### config.mk
export PLATFORM = sky130hd
export DESIGN_NAME = kabf_mul
export DESIGN_NICKNAME = d
export VERILOG_FILES = /design/src/sv/kabf_pkg.sv /design/src/sv/kabf_mul.sv
export SDC_FILE = /design/constraint.sdc
export NUM_CORES = 2
export LEC_CHECK = 0
export BUFFER_PORTS_ARGS = -buffer_cell sky130_fd_sc_hd__clkbuf_2
export CAP_MARGIN = 25
export CORE_MARGIN = 2
export CORE_UTILIZATION = 55
export CTS_CLUSTER_DIAMETER = 40
export CTS_CLUSTER_SIZE = 24
export DETAILED_ROUTE_END_ITERATION = 10
export PLACE_DENSITY = 0.72
export SYNTH_ARGS = -nofsm -noshare
export SYNTH_HDL_FRONTEND = slang
export SYNTH_SLANG_ARGS = --single-unit
### constraint.sdc
create_clock -name clock -period 24.7 [get_ports clock]
set_input_delay 3.705 -clock clock [delete_from_list [all_inputs] [get_ports clock]]
set_output_delay 3.705 -clock clock [all_outputs]
set_load 0.02 [all_outputs]
### src/sv/kabf_pkg.sv
// shared types, constants and helpers for the angle and bias filter
package kabf_pkg;

   localparam int ST_W = 48;
   localparam int OP_W = 64;
   localparam int CSR_IDX_W = 8;

   typedef logic signed [ST_W-1:0] st_type;
   typedef logic signed [OP_W-1:0] op_type;

   // multiplier request
   typedef struct packed {
      logic   start;
      logic   frac_shift;
      op_type a;
      op_type b;
   } mul_req_type;

   // divider request
   typedef struct packed {
      logic   start;
      st_type num;
      st_type den;
   } div_req_type;

   // register indexes
   localparam logic [CSR_IDX_W-1:0] REG_Q_ANGLE       = 8'd0;
   localparam logic [CSR_IDX_W-1:0] REG_Q_GYRO        = 8'd1;
   localparam logic [CSR_IDX_W-1:0] REG_R_ANGLE       = 8'd2;
   localparam logic [CSR_IDX_W-1:0] REG_SAMPLE_PERIOD = 8'd3;

   // register reset values
   localparam logic [47:0] Q_ANGLE_RST       = 48'd1099511628;
   localparam logic [47:0] Q_GYRO_RST        = 48'd3298534883;
   localparam logic [47:0] R_ANGLE_RST       = 48'd549755813888;
   localparam logic [31:0] SAMPLE_PERIOD_RST = 32'd21474836;

   localparam op_type ST_MAX64 = 64'sh0000_7FFF_FFFF_FFFF;
   localparam op_type ST_MIN64 = -64'sh0000_8000_0000_0000;

   // clamp a 64 bit signed value to 48 bit signed
   function automatic st_type sat48(input op_type x);
      st_type r;
      if (x > ST_MAX64) r = ST_MAX64[ST_W-1:0];
      else if (x < ST_MIN64) r = ST_MIN64[ST_W-1:0];
      else r = x[ST_W-1:0];
      return r;
   endfunction

endpackage

### src/sv/kabf_mul.sv
// shared multiplier: 32x32 partial products, rounding shift and saturation
module kabf_mul #(
   parameter int COV_FRAC_BITS = 40
) (
   input  logic                 clock,
   input  logic                 reset,
   input  kabf_pkg::mul_req_type req,
   output logic                 done,
   output kabf_pkg::st_type     result
);
   import kabf_pkg::*;

   logic         busy_ff, busy_in;
   logic         fin_ff, fin_in;
   logic         done_ff, done_in;
   logic [1:0]   cnt_ff, cnt_in;
   logic [63:0]  x_ff, x_in, y_ff, y_in;
   logic         neg_ff, neg_in, frac_ff, frac_in;
   logic [127:0] acc_ff, acc_in;
   st_type       result_ff, result_in;

   logic [31:0]  xs, ys;
   logic [63:0]  pp;
   logic [6:0]   pp_shift;
   logic [127:0] rnd, rsum, shifted, lim, clamped;

   // partial product for the current digit pair
   always_comb begin
      xs = cnt_ff[0] ? x_ff[63:32] : x_ff[31:0];
      ys = cnt_ff[1] ? y_ff[63:32] : y_ff[31:0];
      pp = xs * ys;
      pp_shift = {cnt_ff[0] & cnt_ff[1], cnt_ff[0] ^ cnt_ff[1], 5'b0};
   end

   // round half away from zero, shift, clamp
   always_comb begin
      rnd = frac_ff ? (128'd1 << (COV_FRAC_BITS - 1)) : (128'd1 << 31);
      rsum = acc_ff + rnd;
      shifted = frac_ff ? (rsum >> COV_FRAC_BITS) : (rsum >> 32);
      lim = neg_ff ? 128'h8000_0000_0000 : 128'h7FFF_FFFF_FFFF;
      clamped = (shifted > lim) ? lim : shifted;
   end

   always_comb begin
      busy_in = busy_ff;
      fin_in = 1'b0;
      done_in = 1'b0;
      cnt_in = cnt_ff;
      x_in = x_ff;
      y_in = y_ff;
      neg_in = neg_ff;
      frac_in = frac_ff;
      acc_in = acc_ff;
      result_in = result_ff;
      if (req.start) begin
         busy_in = 1'b1;
         cnt_in = 2'd0;
         acc_in = '0;
         neg_in = req.a[OP_W-1] ^ req.b[OP_W-1];
         frac_in = req.frac_shift;
         x_in = req.a[OP_W-1] ? 64'(-req.a) : 64'(req.a);
         y_in = req.b[OP_W-1] ? 64'(-req.b) : 64'(req.b);
      end else if (busy_ff) begin
         acc_in = acc_ff + ({64'd0, pp} << pp_shift);
         cnt_in = cnt_ff + 2'd1;
         if (cnt_ff == 2'd3) begin
            busy_in = 1'b0;
            fin_in = 1'b1;
         end
      end else if (fin_ff) begin
         done_in = 1'b1;
         result_in = neg_ff ? -st_type'(clamped[ST_W-1:0]) : st_type'(clamped[ST_W-1:0]);
      end
   end

   always_ff @(posedge clock) begin
      if (reset) begin
         busy_ff <= 1'b0;
         fin_ff <= 1'b0;
         done_ff <= 1'b0;
         cnt_ff <= 2'd0;
      end else begin
         busy_ff <= busy_in;
         fin_ff <= fin_in;
         done_ff <= done_in;
         cnt_ff <= cnt_in;
      end
      x_ff <= x_in;
      y_ff <= y_in;
      neg_ff <= neg_in;
      frac_ff <= frac_in;
      acc_ff <= acc_in;
      result_ff <= result_in;
   end

   assign done = done_ff;
   assign result = result_ff;

endmodule

# Yosys cells after proc, flatten, opt, wreduce, memory -nomap -nowiden

Index checks and enable logic that the tools add are counted.

Register bits: 311
Input bits: 132

Add/sub/neg operators: 6
$mul: 1
Magnitude comparators: 1
Equality and inequality tests: 1
Shift-type cells: 1
Muxes and demuxes: 14
Bitwise logic cells: 5
Reduce and logical (&&, ||, !) cells: 4

Operators by type and width:

| cell                | number |
|---|---|
| $mux 48             | 3 |
| $add 128x128->128   | 1 |
| $add 128x40->128    | 1 |
| $neg 64->64         | 2 |
| $shl 64x7->128      | 1 |
| $mux 63             | 2 |
| $gt 96x48->1        | 1 |
| $mux 96             | 1 |
| $mul 32x32->64      | 1 |
| $mux 32             | 2 |
| $neg 48->48         | 1 |
| $mux 40             | 1 |
| $reduce_or 3->1     | 2 |
| $mux 1              | 5 |
| $reduce_and 3->1    | 1 |
| $add 2x1->2 const B | 1 |
| $eq 2x2->1 const B  | 1 |
| $not 1->1           | 2 |
| $reduce_or 2->1     | 1 |
| $xor 1x1->1         | 2 |
| $and 1x1->1         | 1 |

# Depth between registers and ports, before layout

Depth in word-level cells: 7
Mapped depth: 50
Gate-level depth less buffers: 46

# Worst setup path after synthesis

OpenSTA, ideal clock, no wires.

Path type: flip-flop to flip-flop
Start point: register cnt_ff[0]
End point: register acc_ff[123]
Setup time: 128 ps
Arrival time: 12059 ps
Slack: 12513 ps
Cell stages (with the launch flop): 47
Cells stage by stage: dfxtp_1 -> clkbuf_1 -> buf_1 -> mux2i_1 -> clkbuf_1 -> nor2_1 -> fa_1 -> inv_1 -> fa_1 -> inv_1 -> fa_1 -> fa_1 -> fa_1 -> fa_1 -> fa_1 -> inv_1 -> fa_1 -> inv_1 -> (+11 left out) -> o311ai_0 -> xnor2_1 -> mux2_2 -> nor2_1 -> ha_1 -> a21oi_1 -> o21ai_0 -> a221oi_1 -> o21ai_0 -> a211o_1 -> a22oi_1 -> a211oi_1 -> o21ai_0 -> nor2b_1 -> o21ai_0 -> a31oi_1 -> xor2_1 -> o21ai_0

Word-level cells in the longest chain between the ends: 4
Elaborated cells between the ends (all ways): 6
Classes of those cells: 1 x add/sub; 1 x mul; 1 x shift; 1 x mux; 2 x bitwise

Ends and longest elaborated chain:

| item                     | line           | RTL |
|---|---|---|
| start: declaration       | kabf_mul.sv:16 | `logic [1:0] cnt_ff, cnt_in;` |
| start signal: assignment | kabf_mul.sv:86 | `cnt_ff <= cnt_in;` |
| $mux 32                  | kabf_mul.sv:29 | `xs = cnt_ff[0] ? x_ff[63:32] : x_ff[31:0];` |
| $mul 32x32->64           | kabf_mul.sv:31 | `pp = xs * ys;` |
| $shl 64x7->128 *         | kabf_mul.sv:64 | `acc_in = acc_ff + ({64'd0, pp} << pp_shift);` |
| $add 128x128->128 *      | kabf_mul.sv:64 |  |
| end signal: assignment   | kabf_mul.sv:92 | `acc_ff <= acc_in;` |
| end: declaration         | kabf_mul.sv:19 | `logic [127:0] acc_ff, acc_in;` |

Every way passes the cells marked *; elsewhere a longest branch is shown, timed or not.
A chain may end at the register's enable or synchronous reset.

# Final worst setup path

Start point: register cnt_ff[1]
End point: register acc_ff[125]

Word-level cells in the longest chain between the ends: 4
Elaborated cells between the ends (all ways): 6
Classes of those cells: 1 x add/sub; 1 x mul; 1 x shift; 1 x mux; 2 x bitwise

Ends and longest elaborated chain:

| item                | line           | RTL |
|---|---|---|
| $mux 32             | kabf_mul.sv:30 | `ys = cnt_ff[1] ? y_ff[63:32] : y_ff[31:0];` |
| $mul 32x32->64      | kabf_mul.sv:31 |  |
| $shl 64x7->128 *    | kabf_mul.sv:64 |  |
| $add 128x128->128 * | kabf_mul.sv:64 |  |

Marks and branches as above.

==> impl_metrics.toml <==
[logic_synthesis]
synth_top_family_by_area = "adder cells"
yosys.area.top_type = "fa_1"
muxShareOfSynthArea = 0.0465
ys_types = 82
synthAdderAreaFrac = 0.391
synth_compound_area_frac = 0.114
synthSimpleGateAreaFrac = 0.177
syn_inst = 7106
synth_area_leaders = "fa_1 30%, ha_1 9.2%, edfxtp_1 8.9%"
post_synth_xor_area_fraction = 0.0541
async_reset_ff_frac = 0
avgSynthCellArea_um2 = 8.47
ys_seq_area_frac = 0.133
synth_edf_count = 178
synth_top_area_frac = 0.298
synth_nets = 8579
mappedNetlistArea_um2 = 60200
synth_warnings = 0
yosys_most_used_dff = "edfxtp_1"
ys_seq_elements = 311

[global_route]
grt_use_total = 0.385
grt_max_degree = 84
antenna_found_initial = 9
grt_overflow_total = 0
grt_pass1_vias = 52400
grt_pass1_wl_um = 323000

[clock_network]
cts_buffers = 68
postCtsSetupBuffers = 0
htreeDepth = 3
clockBufferDepth = 3
cts_resized = 0
cts_hold_buf = 0
insertion_delay_ns = 0.66
cts_tree = "yes"
cts.clk_slew.worst_paths_ns = 0.05
clkSinkCount = 311
cts_root_buffer = "clkbuf_16"

[setup_path]
arrival_ns = 15.72
max_stage_delay_ns = 0.87
critPathLaunch = "cnt_ff[1]"
cp.required_ns = 25.26
endpoint_kind = "register"
r2r_cells = 46
reg2reg_from = "cnt_ff[1]"
path_common_cell = "fa_1"
worst-path-max-fanout = 49
cp_slowest_cell = "mux2_2"
crit_type = "reg -> reg"
setup.worst_path.start_class = "register"

[final_layout]
area_delta_synth_final_pct = 8.12
final_common_cell = "inv_1"
fillerInstances = 9655
nets = 8598
drive_above_1_share = 0.0811
final_cell_mix = "1003 x inv_1, 897 x nor2_1, 897 x fa_1"

[sta]
skew_ns = 0.0424
period_share = 0.614
maxSlewViolCount = 0
setup_viol_count_final = 0
slew_headroom = 0.200
min_period_ns = 15.16
grt_setup_unrepaired = "no"
worst_pin_slew_ns = 1.17
tns_ns = 0
hold_viol = 0
max_freq_mhz = 66.0

[placed_design]
gp_congestion = 1.03
hpwl_um = 172000
io_buffers = 180

[floorplan]
die_h_um = 335
core-area_um2 = 109000
io_pins = 181
dieArea_um2 = 112000
start_util = 0.554
floorplan.rows = 121
die_w_um = 335

[run_status]
outcome = "finished, final reports clean"

[routing]
drt_pass1_iterations = 6
drc = 0
vias_per_cell = 6.26
ant_nets = 0
drtIter0Drc = 6568
routed_wl_um = 216000
wire_per_inst_um = 25.1
routed-via-count = 53800

[worst_hold_path]
min_from = "acc_ff[14]"
hold_path.class = "reg -> reg"
worstHoldPathCells = 2

[flow_run]
drv_cap = 0
## registers in the layout, summed over array words and instances, names as in the netlist
name     cells
x_ff        64
result      48
neg_ff       1
cnt_ff       2
frac_ff      1
busy_ff      1
done         1
acc_ff     128
y_ff        64
fin_ff       1
## layout make-up
class	count	area, µm²	area share
Multi-Input combinational cell	5448	47400	0.728
Sequential cell	311	8020	0.123
Inverter	1005	3770	0.0580
Clock buffer	75	1790	0.0275
Tap cell	1414	1770	0.0272
Antenna cell	2	5.00	0.0000769
Timing Repair Buffer	291	1780	0.0273
Clock inverter	48	593	0.00911
## logic make-up after synthesis
group                    after synthesis
multiplexers                         270
flip-flops                           311
AND/OR/NAND/NOR                     2365
buffers and inverters               1347
adder cells (fa/ha/maj)             1341
XOR/XNOR                             372
AO/OA/AOI/OAI                       1100
## through the flow
stage / util / area (µm²) / std cells / hold slack (ns) / worst slack (ns)
finish: 0.599 / 65100 / 8594 / 0.490 / 9.54
global route: 0.599 / 65100 / 8592 / 0.527 / 9.20
CTS: 0.598 / 65000 / 8587 / 0.498 / 9.73
global placement: 0.576 / 62600 / 8462 / 0.479 / 9.89
detailed placement: 0.576 / 62600 / 8464 / 0.491 / 9.73
floorplan: - / 60200 / 7106 / 0.467 / 12.51
## synthesized netlist by cell type, drive strengths merged, types with 11 or more instances
| library cell | instances |
|---|---|
| or3 | 57 |
| a211o | 11 |
| o21a | 22 |
| inv | 1003 |
| nor2b | 28 |
| nand2b | 43 |
| nor4 | 42 |
| mux2i | 193 |
| nor3 | 84 |
| and2 | 71 |
| and4 | 30 |
| dfxtp | 133 |
| o21bai | 55 |
| a211oi | 21 |
| clkbuf | 314 |
| o21ai | 270 |
| or2 | 24 |
| o22ai | 28 |
| xor2 | 100 |
| a21oi | 329 |
| xnor2 | 272 |
| mux2 | 77 |
| o41ai | 23 |
| or4 | 39 |
| o211ai | 16 |
| fa | 897 |
| ha | 444 |
| edfxtp | 178 |
| o31ai | 54 |
| a31oi | 46 |
| a21o | 106 |
| buf | 28 |
| nand3 | 114 |
| nor2 | 898 |
| nand4 | 111 |
| nand2 | 743 |
| and3 | 57 |
## routing by layer
| metal | track usage | part of all wire | vias up |
|---|---|---|---|
| li1 | - | - | 23500 |
| met1 | 0.550 | 0.41 | 26400 |
| met2 | 0.537 | 0.41 | 3261 |
| met3 | 0.119 | 0.14 | 642 |
| met4 | 0.166 | 0.050 | 4 |
| met5 | 0 | 0.00011 | - |
## final timing paths
check,to,slack (ns)
hold / removal,acc_ff[14],0.49
setup / recovery,acc_ff[125],9.54
hold reg to reg,acc_ff[14],0.49
setup reg to reg,acc_ff[125],9.54
## critical path, delay by kind of cell (launching register included)
family | cells | cell delay, ns
fa+ha+maj | 10 | 4.75
compound gates | 16 | 4.53
simple gates | 9 | 2.46
mux | 2 | 1.17
buf+inv | 8 | 1.10
xor+xnor | 1 | 0.53
flops | 1 | 0.45
Power is not shown: default switching activity piles up to over one toggle a cycle in this logic, so the estimate is an artifact.
