[src/sv/kabf_pkg.sv]
// shared types, constants and helpers for the angle and bias filter
package kabf_pkg;

   localparam int ST_W = 48;
   localparam int OP_W = 64;
   localparam int CSR_IDX_W = 8;

   typedef logic signed [ST_W-1:0] st_type;
   typedef logic signed [OP_W-1:0] op_type;

   // multiplier request
   typedef struct packed {
      logic   start;
      logic   frac_shift;
      op_type a;
      op_type b;
   } mul_req_type;

   // divider request
   typedef struct packed {
      logic   start;
      st_type num;
      st_type den;
   } div_req_type;

   // register indexes
   localparam logic [CSR_IDX_W-1:0] REG_Q_ANGLE       = 8'd0;
   localparam logic [CSR_IDX_W-1:0] REG_Q_GYRO        = 8'd1;
   localparam logic [CSR_IDX_W-1:0] REG_R_ANGLE       = 8'd2;
   localparam logic [CSR_IDX_W-1:0] REG_SAMPLE_PERIOD = 8'd3;

   // register reset values
   localparam logic [47:0] Q_ANGLE_RST       = 48'd1099511628;
   localparam logic [47:0] Q_GYRO_RST        = 48'd3298534883;
   localparam logic [47:0] R_ANGLE_RST       = 48'd549755813888;
   localparam logic [31:0] SAMPLE_PERIOD_RST = 32'd21474836;

   localparam op_type ST_MAX64 = 64'sh0000_7FFF_FFFF_FFFF;
   localparam op_type ST_MIN64 = -64'sh0000_8000_0000_0000;

   // clamp a 64 bit signed value to 48 bit signed
   function automatic st_type sat48(input op_type x);
      st_type r;
      if (x > ST_MAX64) r = ST_MAX64[ST_W-1:0];
      else if (x < ST_MIN64) r = ST_MIN64[ST_W-1:0];
      else r = x[ST_W-1:0];
      return r;
   endfunction

endpackage

[src/sv/kabf_div.sv]
// gain divider: restoring division, one quotient bit per cycle
module kabf_div #(
   parameter int COV_FRAC_BITS = 40
) (
   input  logic                 clock,
   input  logic                 reset,
   input  kabf_pkg::div_req_type req,
   output logic                 done,
   output kabf_pkg::st_type     result
);
   import kabf_pkg::*;

   localparam int NW = ST_W + COV_FRAC_BITS;
   localparam int CW = $clog2(NW);

   logic            busy_ff, busy_in, fin_ff, fin_in, done_ff, done_in;
   logic [CW-1:0]   cnt_ff, cnt_in;
   logic [NW-1:0]   num_ff, num_in, quo_ff, quo_in;
   logic [ST_W-1:0] rem_ff, rem_in, den_ff, den_in;
   logic            neg_ff, neg_in, zero_ff, zero_in;
   st_type          result_ff, result_in;

   logic [ST_W:0]   rsh, rdiff;
   logic            ge;
   logic [ST_W-1:0] nmag;
   logic [NW-1:0]   lim, clamped;

   // one restoring step
   always_comb begin
      rsh = {rem_ff, num_ff[NW-1]};
      rdiff = rsh - {1'b0, den_ff};
      ge = (rsh >= {1'b0, den_ff});
      nmag = req.num[ST_W-1] ? ST_W'(-req.num) : ST_W'(req.num);
      lim = neg_ff ? NW'(48'h8000_0000_0000) : NW'(48'h7FFF_FFFF_FFFF);
      clamped = (quo_ff > lim) ? lim : quo_ff;
   end

   always_comb begin
      busy_in = busy_ff;
      fin_in = 1'b0;
      done_in = 1'b0;
      cnt_in = cnt_ff;
      num_in = num_ff;
      quo_in = quo_ff;
      rem_in = rem_ff;
      den_in = den_ff;
      neg_in = neg_ff;
      zero_in = zero_ff;
      result_in = result_ff;
      if (req.start) begin
         busy_in = 1'b1;
         cnt_in = '0;
         num_in = {nmag, {COV_FRAC_BITS{1'b0}}};
         quo_in = '0;
         rem_in = '0;
         den_in = req.den[ST_W-1] ? ST_W'(-req.den) : ST_W'(req.den);
         neg_in = req.num[ST_W-1] ^ req.den[ST_W-1];
         zero_in = (req.den == '0);
      end else if (busy_ff) begin
         rem_in = ge ? rdiff[ST_W-1:0] : rsh[ST_W-1:0];
         num_in = {num_ff[NW-2:0], 1'b0};
         quo_in = {quo_ff[NW-2:0], ge};
         cnt_in = cnt_ff + 1'b1;
         if (cnt_ff == CW'(NW - 1)) begin
            busy_in = 1'b0;
            fin_in = 1'b1;
         end
      end else if (fin_ff) begin
         done_in = 1'b1;
         if (zero_ff) result_in = '0;
         else if (neg_ff) result_in = -st_type'(clamped[ST_W-1:0]);
         else result_in = st_type'(clamped[ST_W-1:0]);
      end
   end

   always_ff @(posedge clock) begin
      if (reset) begin
         busy_ff <= 1'b0;
         fin_ff <= 1'b0;
         done_ff <= 1'b0;
         cnt_ff <= '0;
      end else begin
         busy_ff <= busy_in;
         fin_ff <= fin_in;
         done_ff <= done_in;
         cnt_ff <= cnt_in;
      end
      num_ff <= num_in;
      quo_ff <= quo_in;
      rem_ff <= rem_in;
      den_ff <= den_in;
      neg_ff <= neg_in;
      zero_ff <= zero_in;
      result_ff <= result_in;
   end

   assign done = done_ff;
   assign result = result_ff;

endmodule

[config.mk]
export PLATFORM = sky130hd
export DESIGN_NAME = kabf_div
export DESIGN_NICKNAME = d
export VERILOG_FILES = /design/src/sv/kabf_pkg.sv /design/src/sv/kabf_div.sv
export SDC_FILE = /design/constraint.sdc
export NUM_CORES = 1
export LEC_CHECK = 0
export BUFFER_PORTS_ARGS = -buffer_cell sky130_fd_sc_hd__buf_2
export CAP_MARGIN = 30
export CORE_UTILIZATION = 55
export DETAILED_ROUTE_END_ITERATION = 12
export PLACE_DENSITY_LB_ADDON = 0.1
export SLEW_MARGIN = 10
export SYNTH_ARGS = -nofsm -noshare
export SYNTH_HDL_FRONTEND = slang
export SYNTH_SLANG_ARGS = --single-unit
export TNS_END_PERCENT = 1
[constraint.sdc]
create_clock -name clock -period 6.33 [get_ports clock]
set_input_delay 1.266 -clock clock [delete_from_list [all_inputs] [get_ports clock]]
set_output_delay 1.266 -clock clock [all_outputs]
set_load 0.05 [all_outputs]
# Word level (Yosys, flattened, before mapping)
# Cells that the tools add are included.
# classes
n_addsub	5
magnitude_cmp	2
eq_ne	1
n_mux	13
bitwise	3
reduce_logical	6
# op_table
operator	n
two-way mux 48 bit	5
two-way mux 88 bit	2
negator 48 bit	3
> comparator 88 x 48 -> 1 bit	1
>= comparator 49 x 48 -> 1 bit	1
zero test 48 bit	1
subtractor 48 bit	1
two-way mux 47 bit	1
adder 7 x 1 -> 7 bit (second input constant)	1
== test 7 bit (second input constant)	1
OR reduction 3 bit	2
two-way mux 1 bit	5
AND reduction 3 bit	1
NOT 1 bit	2
nonzero test 2 bit	1
OR reduction 2 bit	1
XOR 1 bit	1
# totals
reg_bits	292
output_inout_bits	49
elab_cells	42

# Longest topological paths before layout
# Gate-level depths: netlist (run 1).
# depth
depth_word	5
depth_mapped	22
mapped_depth_nobuf	19

# Worst setup path after synthesis (run 1)
# OpenSTA, ideal clock, no wires.
# synth_path
kind	reg2reg
from	register neg_ff
to	register result_ff[46] (netlist: result[46]) (data pin)
setup_time_ns	0.255
arrival_ns	5.481
t_required_ns	6.075
setup_slack_ns	0.594
path_stages_with_launch	21
period_less_slack_ns	5.736
cell_sequence	edfxtp_1 -> inv_2 -> buf_1 -> ha_1 -> nand4_1 -> nor3_1 -> nand4_1 -> or2_2 -> o21ai_0 -> clkbuf_1 -> nor2_1 -> a21oi_1 -> ha_1 -> nand3b_1 -> nor3_1 -> and2_1 -> clkbuf_1 -> nand4_1 -> mux2_2 -> or4_1 -> and3_1
# synth_via
elab_chain_len	5
# synth_rtl
item	line_no	rtl
start: declaration	kabf_div.sv:20	logic neg_ff, neg_in, zero_ff, zero_in;
start signal: assignment	kabf_div.sv:92	neg_ff <= neg_in;
two-way mux 48 bit	kabf_div.sv:34	lim = neg_ff ? NW'(48'h8000_0000_0000) : NW'(48'h7FFF_FFFF_FFFF);
> comparator 88 x 48 -> 1 bit	kabf_div.sv:35	clamped = (quo_ff > lim) ? lim : quo_ff;
two-way mux 48 bit	kabf_div.sv:35	
negator 48 bit	kabf_div.sv:71	else if (neg_ff) result_in = -st_type'(clamped[ST_W-1:0]);
two-way mux 48 bit *	kabf_div.sv:71	
end signal: assignment	kabf_div.sv:94	result_ff <= result_in;
end: declaration	kabf_div.sv:21	st_type result_ff, result_in;
# Mark *: on every way between the ends. The rest lies on a longest branch, timed or not.
# A chain may end at the register's enable or synchronous reset.

# Worst setup path after layout (run 1)
# Same ends and word-level chain as after synthesis.

==> key figures, run 1 <==
CTS
  – Clock transition at the registers of the reported paths: approximately 0.060 ns
  – CTS tree: yes
  – CTS Hold Bufs: 0
  – Root Buffer: clkbuf_16
  – Clock sink count: ~300
  – CTS Buf Count: 31
  – H-tree Lvls: 1
  – Clk_lat worst skew: 0.57 ns
  – Postcts setup bufs: 0
  – Post-CTS resize count: 0
  – Clk buf depth: 3

Cells and area
  – Layout cells sized above 1: about an eighth
  – Area Growth Syn to Fin: 11.2%
  – Fillcell total: between 2,000 and 3,000
  – # diodes: 0
  – Nets: about 2,300
  – Final cell count without fillers: ~2,600

Setup path
  – Worst r2r path cells: 18
  – CP most frequent cell: a21o_1
  – Worst path required time: 6.65 ns
  – Reg2reg setup slack: around 0.66 ns
  – Worst Path Max Fanout: 29
  – Crit end category: flip-flop
  – Crit. Startpoint: neg_ff$_DFFE_PP_
  – Arr. time, crit path: 6.00 ns
  – Worst path depth: 18
  – Crit path to: result[46]$_SDFFCE_PP0P_
  – Top Family by Delay on Critical Path: simple AND/OR/NAND/NOR gates
  – Worst R2R End: result[46]$_SDFFCE_PP0P_
  – Cell Chain, Critical Path: buf_4 > ha_1 > a21o_1 > a21o_1 > a21oi_1 > o2111ai_1 > a21o_1 > o21ai_2 > nor2_1 > a21oi_1 > ha_1 > nand3b_1 > nor3_1 > and2_1 > nand4_1 > mux2_2 > or4_1 > and3_1
  – CP bufs+invs: 1
  – Critical Path Start Type: flip-flop
  – Slowest cell on crit path: edfxtp_1
  – Crit Path Class: flip-flop to flip-flop
  – Crit path largest cell delay: about 0.81 ns
  – Reg-to-Reg Start: neg_ff$_DFFE_PP_

Route
  – DR WL/cell: ~17 µm
  – First-pass DRT Iterations: 6
  – Met3 WL: 2.44 mm
  – DRT iter0 DRCs: ~1,200
  – Remaining antenna violation count: 0
  – Total vias in the final route: 15,453
  – DR vias/cell: 5.97
  – Total Wirelength: between 40 and 50 mm
  – Metal-1 WL: 20.1 mm
  – Residual DRC count: 0
  – Top layer in use: met4
  – Wire length on met2: about 20 mm

Power and ir drop
  – Leakage: between 8 and 9 nW
  – Worst IR drop on VDD: 271 µV
  – Total power: between 4 and 5 mW
  – Power density cells: between 200 and 250 nW/µm²

Logic synthesis
  – Syn nets: 2,236
  – EDFF count, synth: around 150
  – Synth Register Bits: between 200 and 300
  – Sequential fraction of the synthesis area: 40.2%
  – Syn Inst Count: 2,036
  – Netlist cell types: 73
  – Most used DFF post-synth: edfxtp_1
  – Mapped cell area: between 15,000 and 20,000 µm²
  – Asr flop ratio synth: 0%
  – Synthesized area per cell: roughly 9 µm²
  – Syn. warnings: 0

Die
  – I/O Pins: between 100 and 150
  – Die width: approximately 180 µm
  – Die Area: approximately 34,000 µm²
  – Num rows: 66
  – Chip height: 184 µm
  – Core ar.: between 30,000 and 40,000 µm²
  – Starting Density: around 56%

Placement
  – Port Buffers: between 100 and 150
  – Post-DP HPWL: 30.8 mm
  – Placed Cells: 2,529
  – Routability cong.: between 0.9 and 1
  – Pre-CTS setup slack: approximately 0.75 ns

Timing
  – Tcrit/Tclk final: between 80% and 90%
  – Final setup violating endpoints: 0
  – Least-Margin Pin Slew: between 0.9 and 1 ns
  – Peak Freq: 0.176 GHz
  – Slew margin rel.: 35.2%
  – Max Clock Skew: ~0.012 ns
  – Tmin final: between 5 and 6 ns
  – Final hold vios: 0
  – Setup TNS: 0 ns
  – Hold_ws: about 0.49 ns
  – Max-slew violation count: 0
  – RSZ-0062 raised after global routing: false
  – Setup ws final: roughly 0.66 ns

Job
  – Max cap viols: 0

Hold path
  – Hold Path Class: flip-flop to flip-flop

Outcome
  – Run status: finished clean

Global routing
  – Vias in the first global route: around 14,000
  – GRT Overall Usage: between 20% and 30%
  – Overflow after GRT: 0
  – Global-route wire length before repair: slightly above 70 mm
  – Largest net degree at the start of global routing: 118
  – Initial antenna violation count: 0
## cells by family after synthesis
logic type               synth area share [%]
multiplexers                             5.61
AND/OR/NAND/NOR                          18.7
AO/OA/AOI/OAI                            17.8
buffers and inverters                    4.07
XOR/XNOR                                 6.69
flip-flops                               40.2
adder cells (fa/ha/maj)                  6.99
## state kept, by name (all words and copies together), names as in the netlist
signal,count
done,1
num_ff,48
fin_ff,1
rem_ff,48
busy_ff,1
den_ff,48
quo_ff,88
zero_ff,1
cnt_ff,7
neg_ff,1
result,48
## area by class of cell
cell class / count / area (µm²) / area share, %
multi-input cells: 1549 / 10200 / 50.2
flip-flops and latches: 292 / 7310 / 36.1
repair buffers: 167 / 917 / 4.53
clock buffers: 43 / 892 / 4.41
well taps: 442 / 553 / 2.73
inverters: 81 / 304 / 1.50
clock inverters: 15 / 93.8 / 0.464
## per-stage QoR
step	instance area, µm²	utilization, %
2_1_floorplan	18200	-
3_3_place_gp	19200	59.0
5_1_grt	20200	62.2
3_5_place_dp	19200	59.1
4_1_cts	20200	62.1
6_report	20200	62.2
## tightest hold or removal path: stages (launching register included)
cell	delay [ns]
dfxtp_1	0.32
nand2_1	0.06
a311oi_1	0.08
## cells in the mapped netlist (all sizes together), types with 34 or more instances
cell / number / area [µm²]
nor2: 254 / 961
nand2: 181 / 679
a21oi: 146 / 731
dfxtp: 146 / 2920
edfxtp: 146 / 4380
ha: 100 / 1250
clkbuf: 98 / 368
o21ai: 96 / 480
mux2i: 93 / 931
inv: 81 / 304
xor2: 72 / 631
xnor2: 67 / 587
nor3: 41 / 205
or3: 38 / 248
a21o: 35 / 263
a311oi: 35 / 307
o31ai: 34 / 255
## power breakdown
| part | internal (mW) | switching [mW] |
|---|---|---|
| clock | 0.984 | 0.753 |
| sequential | 2.10 | 0.0585 |
| combinational | 0.380 | 0.597 |
## how the worst min path moves through the flow
stage                               to               startpoint  cells after the start  slack, ns
4_1_cts        rem_ff[38]$_SDFFE_PP0P_  rem_ff[37]$_SDFFE_PP0P_                      2       0.49
6_report       rem_ff[38]$_SDFFE_PP0P_  rem_ff[37]$_SDFFE_PP0P_                      2       0.49
3_3_place_gp    cnt_ff[6]$_SDFFE_PP0P_   cnt_ff[6]$_SDFFE_PP0P_                      2       0.47
5_1_grt        rem_ff[35]$_SDFFE_PP0P_  rem_ff[35]$_SDFFE_PP0P_                      2       0.52
2_1_floorplan   cnt_ff[6]$_SDFFE_PP0P_   cnt_ff[6]$_SDFFE_PP0P_                      2       0.45
3_5_place_dp   quo_ff[87]$_SDFFE_PP0P_  quo_ff[87]$_SDFFE_PP0P_                      2       0.48
## placed cells by master, fill, tap and decap left out, types with 32 or more instances in the layout
cell and n:
a21o_1 35, nand2_1 181, or3_1 36, ha_1 100, o21ai_0 95, dfxtp_1 145, a21oi_1 146, a311oi_1 35
inv_1 79, edfxtp_1 146, nor2_1 252, clkbuf_16 32, xor2_1 72, mux2i_1 93, o31ai_1 34, buf_2 146
xnor2_1 67, nor3_1 41
## metal layers
| layer | vias to the layer above | track usage (%) |
|---|---|---|
| li1 | 7653 | - |
| met1 | 7270 | 35.4 |
| met2 | 457 | 41.5 |
| met3 | 73 | 3.41 |
| met4 | 0 | 7.50 |
| met5 | - | 0 |
No activity file was read; power rests on OpenSTA's default activity.
==> run 2, diff against run 1 <==
ABC_AREA = 1   (was not set)
==> run 2 against run 1 <==
Design area is 2.8% higher; final cell count is 20% higher; fmax is 23% higher; register-to-register slack better by 1.1 ns; flip-flop and latch count stayed put; via count is 8.9% higher; combinational power is 41% lower; total power is 8.6% lower; largest cell class unchanged.
==> key figures, run 2 <==
Route
  – DR WL/cell: between 15 and 20 µm
  – Total vias in the final route: about 17,000
  – Total Wirelength: ~48 mm
  – Residual DRC count: 0
  – First-pass DRT Iterations: 6
  – Remaining antenna violation count: 0
  – DR vias/cell: 5.41
  – DRT iter0 DRCs: roughly 1,200

Setup path
  – Critical Path Start Type: flip-flop
  – Worst Path Max Fanout: 98
  – CP most frequent cell: nand2_1
  – Reg-to-Reg Start: neg_ff$_DFFE_PP_
  – Slowest cell on crit path: nand3_2
  – Crit end category: flip-flop
  – Cell Chain, Critical Path: buf_12 > inv_1 > ha_1 > nand2_1 > nor2_1 > nand3_1 > nor2_2 > nand2_1 > nand2_2 > nand3_2 > nand2_1 > inv_1 > ha_1 > nand2_1 > nor2_2 > nand2_1 > nor2_1 > nand3b_1 > nand2_1 > o21ai_0 > nor2_1
  – Worst R2R End: result[22]$_SDFFCE_PP0P_
  – Worst r2r path cells: 21
  – Crit path largest cell delay: ~0.63 ns
  – Crit Path Class: flip-flop to flip-flop
  – Arr. time, crit path: around 5.0 ns
  – Reg2reg setup slack: roughly 1.7 ns
  – Worst path required time: 6.67 ns

Die
  – Num rows: 67
  – Die Area: between 30,000 and 40,000 µm²
  – Die width: around 190 µm
  – I/O Pins: about 150
  – Chip height: roughly 190 µm
  – Core ar.: between 30,000 and 40,000 µm²
  – Starting Density: between 50% and 60%

Logic synthesis
  – Synthesized area per cell: between 7 and 8 µm²
  – Count leader, synth: nand2_1
  – Most used DFF post-synth: edfxtp_1
  – Mapped cell area: 18,700 µm²
  – Syn Inst Count: about 2,500
  – Syn nets: roughly 2,700
  – Top-area cell type share of the netlist area: roughly a quarter
  – Netlist cell types: 54
  – Syn. warnings: 0
  – Synth top cells by count: 583 x nand2_1, 330 x inv_1, 300 x nor2_1
  – Top cells by area, synth: edfxtp_1 23%, dfxtp_1 16%, nand2_1 12%
  – EDFF count, synth: approximately 150
  – Asr flop ratio synth: 0%
  – Synth Register Bits: roughly 290
  – Dominant cell type by area after synthesis: edfxtp_1
  – Sequential fraction of the synthesis area: around 39%

CTS
  – Postcts setup bufs: 0
  – Clk_lat worst skew: slightly below 0.6 ns
  – Root Buffer: clkbuf_16
  – CTS Buf Count: 31
  – Clk buf depth: 3
  – Clock transition at the registers of the reported paths: 0.06 ns
  – CTS tree: yes
  – Clock sink count: just under 300
  – Post-CTS resize count: 0
  – CTS Hold Bufs: 0
  – H-tree Lvls: 1

Timing
  – Slew margin rel.: 38.4%
  – Hold_ws: 0.469 ns
  – Setup TNS: 0 ns
  – Peak Freq: between 0.2 and 0.25 GHz
  – Max-slew violation count: 0
  – RSZ-0062 raised after global routing: false
  – Final setup violating endpoints: 0
  – Max Clock Skew: around 0.026 ns
  – Tmin final: about 4.6 ns
  – Final hold vios: 0
  – Least-Margin Pin Slew: approximately 0.9 ns
  – Tcrit/Tclk final: between 70% and 80%

Power and ir drop
  – Power density cells: roughly 210 nW/µm²
  – Leakage: 9.62 nW
  – Worst IR drop on VDD: between 200 and 250 µV

Cells and area
  – Most flops, register: quo_ff
  – Nets: 2,838
  – Area Growth Syn to Fin: 11.3%
  – Max reg flops: 88
  – Commonest non-fill, non-tap cells in the layout: 583 x nand2_1, 328 x inv_1, 297 x nor2_1, 147 x buf_2
  – Layout cells sized above 1: a little over a tenth
  – Most common cell after layout, fill and taps aside: nand2_1
  – Fillcell total: 3,029
  – # diodes: 0

Hold path
  – Hold Path Class: flip-flop to flip-flop
  – Worst Hold Path EP: quo_ff[87]$_SDFFE_PP0P_
  – Hold path depth: 2
  – Min-delay src: quo_ff[87]$_SDFFE_PP0P_

Job
  – Max cap viols: 0

Global routing
  – Global-route wire length before repair: 77.9 mm
  – Overflow after GRT: 0
  – Vias in the first global route: 15,871
  – Largest net degree at the start of global routing: 99
  – Initial antenna violation count: 0
  – GRT Overall Usage: 27.3%

Placement
  – Port Buffers: 147
  – Routability cong.: 0.975
  – Post-DP HPWL: approximately 36 mm

Outcome
  – Run status: finished clean
-- run 2: cell types whose count changed after synthesis, moves of 23 or more --
cell | previous run | this run
nand2_1 | 181 | 583
inv_1 | 80 | 330
o22ai_1 | 2 | 98
mux2i_1 | 93 | 0
nand3_1 | 23 | 85
nor2_1 | 253 | 300
clkbuf_1 | 98 | 58
o21ai_0 | 96 | 136
or3_1 | 36 | 0
a311oi_1 | 35 | 2
a21o_1 | 35 | 7
o31ai_1 | 34 | 6
nand2b_1 | 23 | 0
-- run 2: cells by family (layout without fill, tap and decap cells) --
logic type | after synthesis | count (layout) | share of synthesized area, %
AND/OR/NAND/NOR | 1113 | 1113 | 25.0
XOR/XNOR | 128 | 128 | 6.00
adder cells (fa/ha/maj) | 101 | 101 | 6.80
AO/OA/AOI/OAI | 469 | 469 | 14.4
buffers and inverters | 419 | 559 | 8.71
flip-flops | 292 | 292 | 39.1
-- run 2: report_power, final --
group          total (mW)  switching, mW  internal [mW]
registers            2.10         0.0238           2.07
clock network        1.78          0.783          0.996
logic               0.575          0.385          0.190
total                4.45           1.19           3.26
-- run 2: stage by stage --
step           util, %  cells  instance area (µm²)  power, mW  worst slack [ns]
2_1_floorplan        -   2522                18700       2.53              1.14
3_3_place_gp      59.1   3051                19800       2.69              1.87
3_5_place_dp      59.2   3053                19800       2.71              1.74
4_1_cts           62.2   3110                20800       4.49              1.72
5_1_grt           62.2   3110                20800       4.64              1.29
6_report          62.2   3110                20800       4.45              1.71
-- run 2: area by class of cell --
type                            instances  area (µm²)  area share (%)
Clock buffer                           38         842            4.05
Inverter                              340        1280            6.14
Clock inverter                         19         159           0.764
Timing Repair Buffer                  162         888            4.27
Sequential cell                       292        7310            35.1
Tap cell                              448         561            2.69
Multi-Input combinational cell       1811        9770            47.0
-- run 2: worst max-delay path: cells and delay by family (launching register included) --
kind	cells	cell delay (ns)
buffers and inverters	3	0.79
DFF	1	0.37
adders and majority gates	2	0.62
AOI/OAI and AO/OA	1	0.20
and+or+nand+nor	15	2.34
-- run 2: worst max-delay path by stage --
stage / slack [ns] / cells after the start / startpoint / endpoint
6_report: 1.71 / 21 / neg_ff$_DFFE_PP_ / result[22]$_SDFFCE_PP0P_
5_1_grt: 1.29 / 21 / neg_ff$_DFFE_PP_ / result[38]$_SDFFCE_PP0P_
4_1_cts: 1.72 / 21 / neg_ff$_DFFE_PP_ / result[22]$_SDFFCE_PP0P_
3_5_place_dp: 1.74 / 21 / neg_ff$_DFFE_PP_ / result[22]$_SDFFCE_PP0P_
3_3_place_gp: 1.87 / 22 / neg_ff$_DFFE_PP_ / result[47]$_SDFFCE_PP0P_
2_1_floorplan: 1.14 / 4 / req[96] / result[0]$_SDFFCE_PP0P_
-- run 2: metal layers --
layer / share of wire (%) / GRT usage (%) / vias to the layer above
met5: 0 / 0 / -
met4: 3.6 / 9.95 / 0
met2: 46 / 45.7 / 483
met3: 5.1 / 3.27 / 105
met1: 45 / 36.2 / 7614
li1: - / - / 8619
==> run 3, diff against run 2 <==
clock period = 3.8 ns   (was 6.33 ns; I/O delays follow)
==> run 3 against run 2 <==
Utilization grew 1.2 points; via count rose by 0.17%; non-clock buffer count is 31 higher; worst setup slack got worse by 1.5 ns; fmax grew 28%; die area did not move; global-route usage is 0.80 points lower; wire length decreased by 2.7%; critical path depth increased by 2; clock power is 63% higher; register-to-register slack worse by 1.5 ns; largest power group unchanged.
==> key figures, run 3 (synthesis gave the netlist of run 2 again) <==
Route
  – First-pass DRT Iterations: 5
  – Total vias in the final route: between 15,000 and 20,000
  – DRT iter0 DRCs: 1,011
  – Total Wirelength: 46.5 mm
  – DR vias/cell: between 5 and 6
  – DR WL/cell: 14.8 µm
  – Remaining antenna violation count: 0
  – Residual DRC count: 0

Power and ir drop
  – Leakage: between 9 and 10 nW
  – Power density cells: ~350 nW/µm²
  – Total power: about 7.4 mW
  – Worst IR drop on VDD: 317 µV

Die
  – Chip height: between 150 and 200 µm
  – Starting Density: a little under three fifths
  – Die Area: ~35,000 µm²
  – Core ar.: around 33,000 µm²
  – I/O Pins: ~150
  – Die width: about 190 µm
  – Num rows: between 60 and 70

Job
  – Max cap viols: 0

Outcome
  – Run status: finished clean

Cells and area
  – Area Growth Syn to Fin: 13.4%
  – Final cell count without fillers: roughly 3,100
  – Layout cells sized above 1: a little under an eighth
  – Most flops, register: quo_ff
  – Nets: between 2,000 and 3,000
  – Commonest non-fill, non-tap cells in the layout: 580 x nand2_1, 326 x inv_1, 292 x nor2_1, 147 x buf_2
  – # diodes: 0
  – Max reg flops: 88
  – Most common cell after layout, fill and taps aside: nand2_1

Global routing
  – Global-route wire length before repair: about 77 mm
  – Vias in the first global route: approximately 16,000
  – Overflow after GRT: 0
  – Initial antenna violation count: 0
  – GRT Overall Usage: 26.5%
  – Largest net degree at the start of global routing: around 150

CTS
  – CTS Hold Bufs: 0
  – Clk_lat worst skew: around 0.57 ns
  – CTS tree: yes
  – Clk buf depth: 3
  – H-tree Lvls: 1
  – Clock transition at the registers of the reported paths: around 0.060 ns
  – Root Buffer: clkbuf_16
  – CTS Buf Count: 30
  – Clock sink count: approximately 300

Timing
  – Setup TNS: 0 ns
  – Hold_ws: ~0.42 ns
  – Least-Margin Pin Slew: approximately 0.85 ns
  – Final hold vios: 0
  – Peak Freq: between 0.2 and 0.3 GHz
  – RSZ-0062 raised after global routing: true
  – Tmin final: around 3.6 ns
  – Max-slew violation count: 0
  – Final setup violating endpoints: 0
  – Max Clock Skew: around 0.015 ns
  – Setup ws final: ~0.19 ns
  – Tcrit/Tclk final: around 95%
  – Slew margin rel.: 43.2%

Placement
  – Port Buffers: about 150
  – Post-DP HPWL: between 30 and 40 mm
  – Pre-CTS setup slack: -0.0388 ns
  – Placed Cells: between 3,000 and 4,000
  – Routability cong.: about 0.94

Setup path
  – Crit path largest cell delay: 0.44 ns
  – Arr. time, crit path: ~3.9 ns
  – Crit end category: flip-flop
  – Slowest cell on crit path: edfxtp_1
  – Worst path required time: around 4 ns
  – Cell Chain, Critical Path: buf_12 > buf_12 > ha_4 > nand2_1 > nor2_2 > nand4_1 > nor2_2 > buf_4 > buf_4 > nand3b_4 > nand3_4 > buf_12 > nand2_1 > inv_1 > nand2_1 > nor2_1 > nand2_1 > nor2_1 > nand2_1 > nand2_2 > nand2_1 > nor2_1 > nor2_1
  – Top Family by Delay on Critical Path: simple AND/OR/NAND/NOR gates
  – Crit Path Class: flip-flop to flip-flop
  – Worst Path Max Fanout: 46
  – CP most frequent cell: nand2_1
  – Critical Path Start Type: flip-flop
  – CP bufs+invs: 6

Hold path
  – Hold Path Class: input port to flip-flop
[run 3: cell types whose count changed in the layout (fill, tap and decap cells not counted), sizes merged]
cell	before	now
bufinv	1	2
clkinv	11	16
buf	162	192
inv	345	340
clkbuf	38	39
clkinvlp	2	0
[run 3: stage by stage]
step | cell area, µm² | utilization [%]
2_1_floorplan | 18700 | -
3_3_place_gp | 20000 | 59.9
3_5_place_dp | 20100 | 60.0
4_1_cts | 21100 | 62.9
5_1_grt | 21200 | 63.4
6_report | 21200 | 63.4
[run 3: layout make-up]
type                       count  area, µm²
clock buffer                  38        842
clock inverter                18        155
sequential                   292       7310
fill                        3093      12200
inverter                     340       1280
tap                          448        561
multi-input combinational   1811       9880
timing repair buffer         193       1180
[run 3: metal layers]
metal | vias to the layer above | share of wire, % | track usage [%]
met3 | 76 | 4.8 | 2.44
met5 | - | 0 | 0
met4 | 0 | 2.4 | 7.98
met2 | 431 | 45 | 43.6
li1 | 8680 | - | -
met1 | 7663 | 48 | 36.9
[run 3: path summary, 6_finish.rpt]
path,depth (start not counted),slack (ns),startpoint,to
setup / recovery,23,0.19,neg_ff$_DFFE_PP_,result[47]$_SDFFCE_PP0P_
hold / removal,1,0.42,req[0],den_ff[0]$_DFFE_PP_
setup reg to reg,23,0.19,neg_ff$_DFFE_PP_,result[47]$_SDFFCE_PP0P_
hold reg to reg,2,0.47,quo_ff[87]$_SDFFE_PP0P_,quo_ff[87]$_SDFFE_PP0P_
[run 3: power breakdown]
group	internal, mW	switching [mW]	leakage (nW)
clock network	1.70	1.21	0.502
logic	0.346	0.658	6.73
registers	3.46	0.0436	2.60
[run 3: what timing repair did]
action                                  4_1_cts  5_1_grt
resized for setup                             0       24
endpoints found under the setup margin        0       32
endpoints found under the hold margin         0        0
buffers inserted                              0        4
[run 3: worst reg2reg max path: cells and delay by family, from the launching register on]
family | cells | cell delay (ns)
AND/OR/NAND/NOR | 16 | 1.74
flip-flops | 1 | 0.44
buffers and inverters | 6 | 0.91
adder cells (fa/ha/maj) | 1 | 0.28
